<file path="config.mk">
export PLATFORM = sky130hd
export DESIGN_NAME = paj_ctrl
export DESIGN_NICKNAME = d
export VERILOG_FILES = /design/src/hw/rtl/paj_pkg.sv /design/src/hw/rtl/paj_ctrl.sv
export VERILOG_INCLUDE_DIRS = /design/src /design/src/hw/rtl
export SDC_FILE = /design/constraint.sdc
export NUM_CORES = 1
export LEC_CHECK = 0
export BUFFER_PORTS_ARGS = -buffer_cell sky130_fd_sc_hd__clkbuf_2
export CAP_MARGIN = 0
export CORE_AREA = 2 2 39 41
export CTS_BUF_LIST = sky130_fd_sc_hd__clkbuf_8
export DETAILED_ROUTE_END_ITERATION = 12
export DIE_AREA = 0 0 41 43
export SYNTH_ARGS = -nofsm -noshare
export SYNTH_HDL_FRONTEND = slang
export SYNTH_SLANG_ARGS = --single-unit
</file>
<file path="constraint.sdc">
create_clock -name i_clk -period 1.7 [get_ports i_clk]
set_clock_uncertainty 0.05 [all_clocks]
set_input_delay 0.17 -clock i_clk [delete_from_list [all_inputs] [get_ports i_clk]]
set_output_delay 0.17 -clock i_clk [all_outputs]
set_load 0.01 [all_outputs]
</file>
<file path="src/hw/rtl/assert_macros.svh">
// assertion helpers shared by the rtl
`ifndef ASSERT_MACROS_SVH
`define ASSERT_MACROS_SVH

// clocked check, masked while reset is asserted
`define PAJ_ASSERT(lbl, clk, rst_n, prop, msg) \
    lbl: assert property (@(posedge clk) disable iff (!rst_n) prop) else $error(msg);

// clocked check that also holds during reset
`define PAJ_ASSERT_ALWAYS(lbl, clk, prop, msg) \
    lbl: assert property (@(posedge clk) prop) else $error(msg);

`endif

</file>
<file path="src/hw/rtl/paj_pkg.sv">
package paj_pkg;

    localparam int MaxNotes = 128;
    localparam int PitchW   = 7;
    localparam int CountW   = 8;

    localparam logic [1:0] CmdKey    = 2'd0;
    localparam logic [1:0] CmdReset  = 2'd1;
    localparam logic [1:0] CmdBuild  = 2'd2;
    localparam logic [1:0] CmdUnused = 2'd3;

    localparam logic [1:0] KindState   = 2'd1;
    localparam logic [1:0] KindNActive = 2'd2;

    localparam logic [6:0] CtlAllSoundOff = 7'd120;
    localparam logic [6:0] CtlOmniLow     = 7'd123;
    localparam logic [6:0] CtlPolyOn      = 7'd127;

    localparam logic [7:0] SBit = 8'h80;

    typedef struct packed {
        logic [1:0]  command;
        logic [6:0]  pitch;
        logic [6:0]  pressure;
        logic [15:0] payload_number;
        logic [15:0] checkpoint_number;
        logic [1:0]  reset_kind;
        logic        is_control_change;
        logic [6:0]  controller;
    } t_in_word;

    typedef struct packed {
        logic [7:0] first_note_byte;
        logic [7:0] first_pressure_byte;
        logic       first_valid;
        logic [7:0] second_note_byte;
        logic [7:0] second_pressure_byte;
        logic       second_valid;
        logic [7:0] header_byte;
        logic [8:0] chapter_bytes;
        logic       clear_parent_s;
        logic       last;
    } t_out_word;

    typedef struct packed {
        logic ld;
        logic rd_node;
        logic unlink;
        logic append;
        logic clr;
        logic x_mode;
        logic walk_init;
        logic walk_rd;
        logic walk_adv;
        logic fin;
    } t_dp_cmd;

    typedef struct packed {
        logic [1:0] command;
        logic       pitch_present;
        logic       kind_clear;
        logic       x_match;
        logic       count_zero;
        logic       remain_one;
    } t_dp_stat;

endpackage

</file>
<file path="src/hw/rtl/paj_ctrl.sv">
`include "assert_macros.svh"

module paj_ctrl (
    input  logic              i_clk,
    input  logic              i_rst_n,
    input  logic              i_start,
    input  paj_pkg::t_dp_stat i_stat,
    output paj_pkg::t_dp_cmd  o_cmd,
    output logic              o_busy
);

    typedef enum logic [3:0] {
        S_IDLE, S_DISP, S_KUNL, S_KAPP, S_WINIT, S_WRD, S_WADV, S_FIN
    } t_state;

    t_state r_state;
    t_state n_state;
    logic   r_x_mode;
    logic   n_x_mode;

    always_comb begin
        n_state  = r_state;
        n_x_mode = r_x_mode;
        o_cmd    = '0;
        case (r_state)
            S_IDLE: begin
                if (i_start) begin
                    o_cmd.ld = 1'b1;
                    n_state  = S_DISP;
                end
            end
            S_DISP: begin
                case (i_stat.command)
                    paj_pkg::CmdKey: begin
                        if (i_stat.pitch_present) begin
                            o_cmd.rd_node = 1'b1;
                            n_state       = S_KUNL;
                        end else begin
                            n_state = S_KAPP;
                        end
                    end
                    paj_pkg::CmdReset: begin
                        o_cmd.clr = i_stat.kind_clear;
                        n_x_mode  = 1'b1;
                        n_state   = i_stat.x_match ? S_WINIT : S_IDLE;
                    end
                    paj_pkg::CmdBuild: begin
                        n_x_mode = 1'b0;
                        n_state  = S_WINIT;
                    end
                    default: n_state = S_IDLE;
                endcase
            end
            S_KUNL: begin
                o_cmd.unlink = 1'b1;
                n_state      = S_KAPP;
            end
            S_KAPP: begin
                o_cmd.append = 1'b1;
                n_state      = S_IDLE;
            end
            S_WINIT: begin
                o_cmd.walk_init = 1'b1;
                if (!i_stat.count_zero) begin
                    n_state = S_WRD;
                end else begin
                    n_state = r_x_mode ? S_IDLE : S_FIN;
                end
            end
            S_WRD: begin
                o_cmd.walk_rd = 1'b1;
                n_state       = S_WADV;
            end
            S_WADV: begin
                o_cmd.walk_adv = 1'b1;
                if (i_stat.remain_one) begin
                    n_state = r_x_mode ? S_IDLE : S_FIN;
                end else begin
                    n_state = S_WRD;
                end
            end
            S_FIN: begin
                o_cmd.fin = 1'b1;
                n_state   = S_IDLE;
            end
            default: n_state = S_IDLE;
        endcase
        o_cmd.x_mode = r_x_mode;
    end

    always_ff @(posedge i_clk) begin
        if (!i_rst_n) begin
            r_state  <= S_IDLE;
            r_x_mode <= 1'b0;
        end else begin
            r_state  <= n_state;
            r_x_mode <= n_x_mode;
        end
    end

    assign o_busy = r_state != S_IDLE;

    `PAJ_ASSERT(a_accept_disp, i_clk, i_rst_n, (i_start && !o_busy) |=> r_state == S_DISP, "accepted word not dispatched")
    `PAJ_ASSERT(a_unlink_append, i_clk, i_rst_n, r_state == S_KUNL |=> r_state == S_KAPP, "unlink not followed by append")
    `PAJ_ASSERT(a_fin_build, i_clk, i_rst_n, o_cmd.fin |-> !r_x_mode, "header flush outside a build")

endmodule
</file>
==> metrics.md, run 1 <==
| Metric | Value |
|---|---|
| Post-CTS Setup Bufs | `0` |
| Final-layout fill cell count | `roughly 140` |
| Die ar. | `1763 um2` |
| Top cells by count, synth | `inv_1 (6), a21oi_1 (4), dfxtp_1 (4), nor2_1 (4), ha_1 (3)` |
| Vias post-DR | `around 380` |
| PnR Total Power | `about 0.0004 W` |
| Setup_tns | `0 ps` |
| Vias/cell | `approximately 4.6` |
| I/O Buffers | `20` |
| Drt wl/cell | `10.08 um` |
| Final Max Slew Viols | `0` |
| Total grt overflow | `0` |
| NumNets Final | `82` |
| Initial Util | `0.2803` |
| CTS tree | `done` |
| Status | `complete, no violations` |
| Leak | `roughly 0.28 nW` |
| Multi-input logic area | `roughly 260 um2` |
| R2R depth | `3` |
| Slew margin rel. | `0.7729` |
| Number of detailed-route iterations in the first pass | `3` |
| Tcrit/Tclk final | `0.8802` |
| CP Capture Type | `output port` |
| Syn_area_per_cell | `just over 8 um2` |
| Top post-synthesis cells by area | `dfxtp_1 (21%), ha_1 (9.7%), buf_6 (5.8%)` |
| WHS Path Cells | `3` |
| CTS Sinks | `4` |
| Flops & latches, synth | `4` |
| Initial DRC count | `4` |
| Crit Path Max Fanout | `10` |
| Core area | `~1400 um2` |
| Final WL | `approximately 840 um` |
| Crit-path cells | `or3_4 > nor2_1 > clkbuf_2` |
| Synth unique cells | `28` |
| Leading area contributor after synthesis | `dfxtp_1` |
| GP Congestion | `about 0.65` |
| # hold bufs at CTS | `0` |
| Setup Viol. Count Final | `0` |
| Layout area overhead | `33.87%` |
| Hold Vio Cnt, Final | `0` |
| Post-route antenna net violation count | `0` |
| Final WS setup | `around 200 ps` |
| Initial antenna violation count | `0` |
| Die width | `41 um` |
| Fmax | `approximately 670 MHz` |
| Synth Instances | `47` |
| Later-pin clock latency in the skew report | `approximately 210 ps` |
| Reg area | `roughly 80 um2` |
| Num CTS Buffers | `3` |
| PD cells | `approximately 800 nW/um2` |
| Share of the yosys chip area belonging to registers | `0.2065` |
| FFs w/ async S/R, synth | `0` |
| Crit path largest cell delay | `between 400 and 500 ps` |
| Crit path DAT | `approximately 1300 ps` |
| Peak supply drop | `approximately 430 uV` |
| Worst-path clk slew | `30 ps` |
| Slowest cell on crit path | `or3_4` |
| Number of flops mapped to enable cells by yosys | `0` |
| Critical path data required time | `about 1500 ps` |
| Post-CTS Resized | `0` |
| Synthesis warning total | `0` |
| Largest net degree at the start of global routing | `11` |
| Top_reg_cell synth | `dfxtp_1` |
| H-tree levels | `1` |
| Most common cell in the netlist | `inv_1` |
| Rows | `14` |
| RSZ-0062 raised after global routing | `no` |
| Syn nets | `60` |
| Layout cells sized above 1 | `0.4478` |
| Final HPWL DP | `between 600 and 700 um` |
| Post-Route Utilization | `0.3752` |
| Area share of the largest cell type after synthesis | `0.2065` |
| First-pass GRT wire length | `around 1200 um` |
| IO Pins | `21` |
| Die Y | `43 um` |
| Post-synthesis cell area | `between 300 and 400 um2` |
| GRT Util Overall | `0.09849` |
| CTS root buffer | `clkbuf_8` |
| Slew @ Worst Pin | `around 340 ps` |
| Max-cap viol count | `0` |
| Longest Clk Path Bufs | `2` |
| Antenna cells | `0` |
| Worst slack, placed | `between 300 and 400 ps` |
| Number of global-route vias before repair | `roughly 310` |
| Post-layout min period | `between 1000 and 1500 ps` |
| Min-delay worst type | `primary input to flip-flop` |
| Remaining DRCs | `0` |
| Crit Path Class | `flip-flop to output port` |
| Crit path launch type | `flip-flop` |
-- flip-flops by register name, indices dropped and copies added, names as in the netlist --
register and flops:
r_x_mode 1, r_state 3
-- path summary, 6_finish.rpt --
path	from	end	slack (ps)
max	r_state[2]	o_cmd[9]	200
min	i_rst_n	r_x_mode	150
max reg2reg	r_state[2]	r_state[1]	390
min reg2reg	r_x_mode	r_x_mode	520
-- cell families after synthesis --
logic type / count (synthesis) / share of synthesized area
buffers and inverters: 9 / 0.1355
AOI/OAI and AO/OA: 11 / 0.2065
and+or+nand+nor: 19 / 0.3291
DFF: 4 / 0.2065
muxes: 1 / 0.02581
adders and majority gates: 3 / 0.09678
-- through the flow --
| stage | cell area [um2] | hold slack [ps] | cells |
|---|---|---|---|
| 2_1_floorplan | 387.9 | 232.2 | 47 |
| 3_3_place_gp | 478.0 | 371.0 | 80 |
| 3_5_place_dp | 478.0 | 370.1 | 80 |
| 4_1_cts | 519.2 | 149.1 | 83 |
| 5_1_grt | 519.2 | 152.4 | 83 |
| 6_report | 519.2 | 147.2 | 83 |
-- cell usage in the layout (no fill, tap or decap), types with 2 or more instances in the layout --
cell / n
clkbuf_2: 20
inv_1: 6
nor2_1: 4
a21oi_1: 4
dfxtp_1: 4
ha_1: 3
clkbuf_8: 3
and3_1: 2
o21bai_1: 2
-- report_power, final --
| part | internal, W | switching, W |
|---|---|---|
| Clock | 0.000150 | 0.0000423 |
| Combinational | 0.0000490 | 0.0000465 |
| Sequential | 0.000102 | 0.0000143 |
| Total | 0.000302 | 0.000103 |
-- critical path: cells and delay by family (launching register included) --
kind | cells | cell delay (ps)
buffers and inverters | 1 | 130
DFF | 1 | 400
and+or+nand+nor | 2 | 540
-- metal layers --
| layer | track usage | up-vias | wire (um) |
|---|---|---|---|
| met2 | 0.1625 | 17 | 401 |
| met3 | 0.03665 | 0 | 75 |
| met5 | 0 | - | 0 |
| met4 | 0.04000 | 0 | 0 |
| li1 | - | 199 | - |
| met1 | 0.1065 | 165 | 360 |
-- final cells by class --
type                       count  area share
sequential                     4      0.1542
inverter                       6     0.04337
multi-input combinational     34      0.4916
clock buffer                   3     0.07952
tap                           16     0.03855
timing repair buffer          20      0.1928
Note: power is estimated with default switching activity, not from simulation.
==> inputs of run 2 (changes only) <==
--- a/config.mk
+++ b/config.mk
@@ -8,10 +8,12 @@
 export LEC_CHECK = 0
 export BUFFER_PORTS_ARGS = -buffer_cell sky130_fd_sc_hd__clkbuf_2
 export CAP_MARGIN = 0
-export CORE_AREA = 2 2 39 41
+export CELL_PAD_IN_SITES_DETAIL_PLACEMENT = 1
+export CELL_PAD_IN_SITES_GLOBAL_PLACEMENT = 2
+export CORE_UTILIZATION = 23
 export CTS_BUF_LIST = sky130_fd_sc_hd__clkbuf_8
 export DETAILED_ROUTE_END_ITERATION = 12
-export DIE_AREA = 0 0 41 43
+export PLACE_DENSITY_LB_ADDON = 0.1
 export SYNTH_ARGS = -nofsm -noshare
 export SYNTH_HDL_FRONTEND = slang
 export SYNTH_SLANG_ARGS = --single-unit
==> run 2 against run 1 <==
  * Count of clock-buffer cells in the layout stayed put
  * Sequential power about the same
  * Flip-flop and latch count is the same
  * Via count increased by 0.26%
  * Cell count did not move
  * Wire length up 13%
  * Critical path type unchanged
  * Largest power group unchanged
==> metrics.md, run 2 (same netlist as run 1, synthesis figures left out) <==
| Metric | Value |
|---|---|
| Min-delay worst type | `primary input to flip-flop` |
| Die width | `approximately 43 um` |
| Crit-path cells | `and2b_2 > and2_1 > clkbuf_2` |
| Crit path largest cell delay | `around 500 ps` |
| PnR Total Power | `0.0004157 W` |
| Layout cells sized above 1 | `0.4478` |
| Total grt overflow | `0` |
| Post-Route Utilization | `0.3369` |
| Core area | `around 1500 um2` |
| Later-pin clock latency in the skew report | `~220 ps` |
| CP Capture Type | `output port` |
| Fmax | `662.3 MHz` |
| FF-to-FF setup slack | `~400 ps` |
| Reg area | `80.08 um2` |
| Final-layout fill cell count | `196` |
| Post-layout min period | `1510 ps` |
| CTS tree | `done` |
| WL met1 | `between 400 and 500 um` |
| Slew @ Worst Pin | `348.9 ps` |
| IO Pins | `21` |
| GP Congestion | `slightly below 0.7` |
| Critical path data required time | `roughly 1500 ps` |
| Num CTS Buffers | `3` |
| Placed instance area | `478.0 um2` |
| WP depth | `3` |
| Max-cap viol count | `0` |
| Largest net degree at the start of global routing | `11` |
| Hold Vio Cnt, Final | `0` |
| Top Metal Used | `met4` |
| GRT Util Overall | `0.1086` |
| NumNets Final | `82` |
| Number of global-route vias before repair | `about 400` |
| CTS Sinks | `4` |
| Multi-input logic area | `between 200 and 300 um2` |
| Metal3 WL | `approximately 34 um` |
| # hold bufs at CTS | `0` |
| R2R depth | `3` |
| Initial antenna violation count | `0` |
| Setup_tns | `0 ps` |
| Crit path DAT | `around 1300 ps` |
| WHS Path Cells | `3` |
| Slowest cell on crit path | `dfxtp_1` |
| Die Y | `about 43 um` |
| Post-route antenna net violation count | `0` |
| Post-CTS Setup Bufs | `0` |
| Post-CTS Resized | `0` |
| Initial DRC count | `2` |
| PD cells | `approximately 800 nW/um2` |
| Longest Clk Path Bufs | `2` |
| Largest Register | `r_state` |
| Remaining DRCs | `0` |
| Max reg flops | `3` |
| Die ar. | `roughly 1900 um2` |
| RSZ-0062 raised after global routing | `no` |
| Buf/Inv on CP | `1` |
| Antenna cells | `0` |
| Rows | `14` |
| Initial Util | `0.2516` |
| Crit path max-delay family | `flip-flops` |
| Final HPWL DP | `758.9 um` |
| I/O Buffers | `20` |
| First-pass GRT wire length | `around 1500 um` |
| Vias/cell | `about 4.6` |
| Met2 WL post-DR | `~420 um` |
| CTS root buffer | `clkbuf_8` |
| Number of detailed-route iterations in the first pass | `2` |
| Most frequent cells in the layout | `clkbuf_2 (20), inv_1 (6), nor2_1 (4), a21oi_1 (4), dfxtp_1 (4)` |
| Worst-path clk slew | `approximately 30 ps` |
| Peak supply drop | `roughly 170 uV` |
| Slew margin rel. | `0.7671` |
| Leak | `0.2828 nW` |
| Largest regs | `r_state: 3 flops, r_x_mode: 1 flops` |
| Crit Path Max Fanout | `10` |
| Final WL | `approximately 950 um` |
| Fin area | `~520 um2` |
| Crit path launch type | `flip-flop` |
| Status | `complete, no violations` |
| Drt wl/cell | `approximately 11 um` |
| Setup Viol. Count Final | `0` |
| Vias post-DR | `382` |
| H-tree levels | `1` |
| Commonest non-fill, non-tap cell in the layout | `clkbuf_2` |
| Layout area overhead | `33.87%` |
| Crit Path Class | `flip-flop to output port` |
| Final Max Slew Viols | `0` |
| Tcrit/Tclk final | `0.8881` |
[run 2: power breakdown]
part	leakage (nW)	switching [W]	internal, W
clock network	0.0216	0.0000512	0.000151
registers	0.0328	0.0000144	0.000102
logic	0.228	0.0000475	0.0000491
total	0.283	0.000113	0.000303
[run 2: final cells by class]
class	instances	share of cell area
Sequential cell	4	0.1542
Multi-Input combinational cell	34	0.4916
Timing Repair Buffer	20	0.1928
Tap cell	16	0.03855
Clock buffer	3	0.07952
Inverter	6	0.04337
[run 2: path summary, 6_finish.rpt]
| kind | start | end |
|---|---|---|
| min reg2reg | r_x_mode | r_x_mode |
| min | i_rst_n | r_x_mode |
| max | r_state[1] | o_cmd[2] |
| max reg2reg | r_state[2] | r_state[1] |
[run 2: worst register-to-register path: cells and delay by family (launching register included)]
kind	cells	cell delay, ps
flops	1	520
simple gates	2	540
compound gates	1	140
[run 2: metal layers]
| metal | up-vias | GRT usage |
|---|---|---|
| met4 | 0 | 0.09091 |
| met3 | 2 | 0 |
| li1 | 199 | - |
| met5 | - | 0 |
| met2 | 12 | 0.1788 |
| met1 | 169 | 0.1304 |
[run 2: metrics by stage]
| step | hold WS [ps] | instances | worst slack (ps) |
|---|---|---|---|
| finish | 140.0 | 83 | 190.2 |
| global route | 160.2 | 83 | 82.60 |
| CTS | 143.2 | 83 | 179.4 |
| detailed placement | 371.5 | 80 | 387.3 |
| global placement | 376.9 | 80 | 371.9 |
| floorplan | 232.2 | 47 | 463.9 |
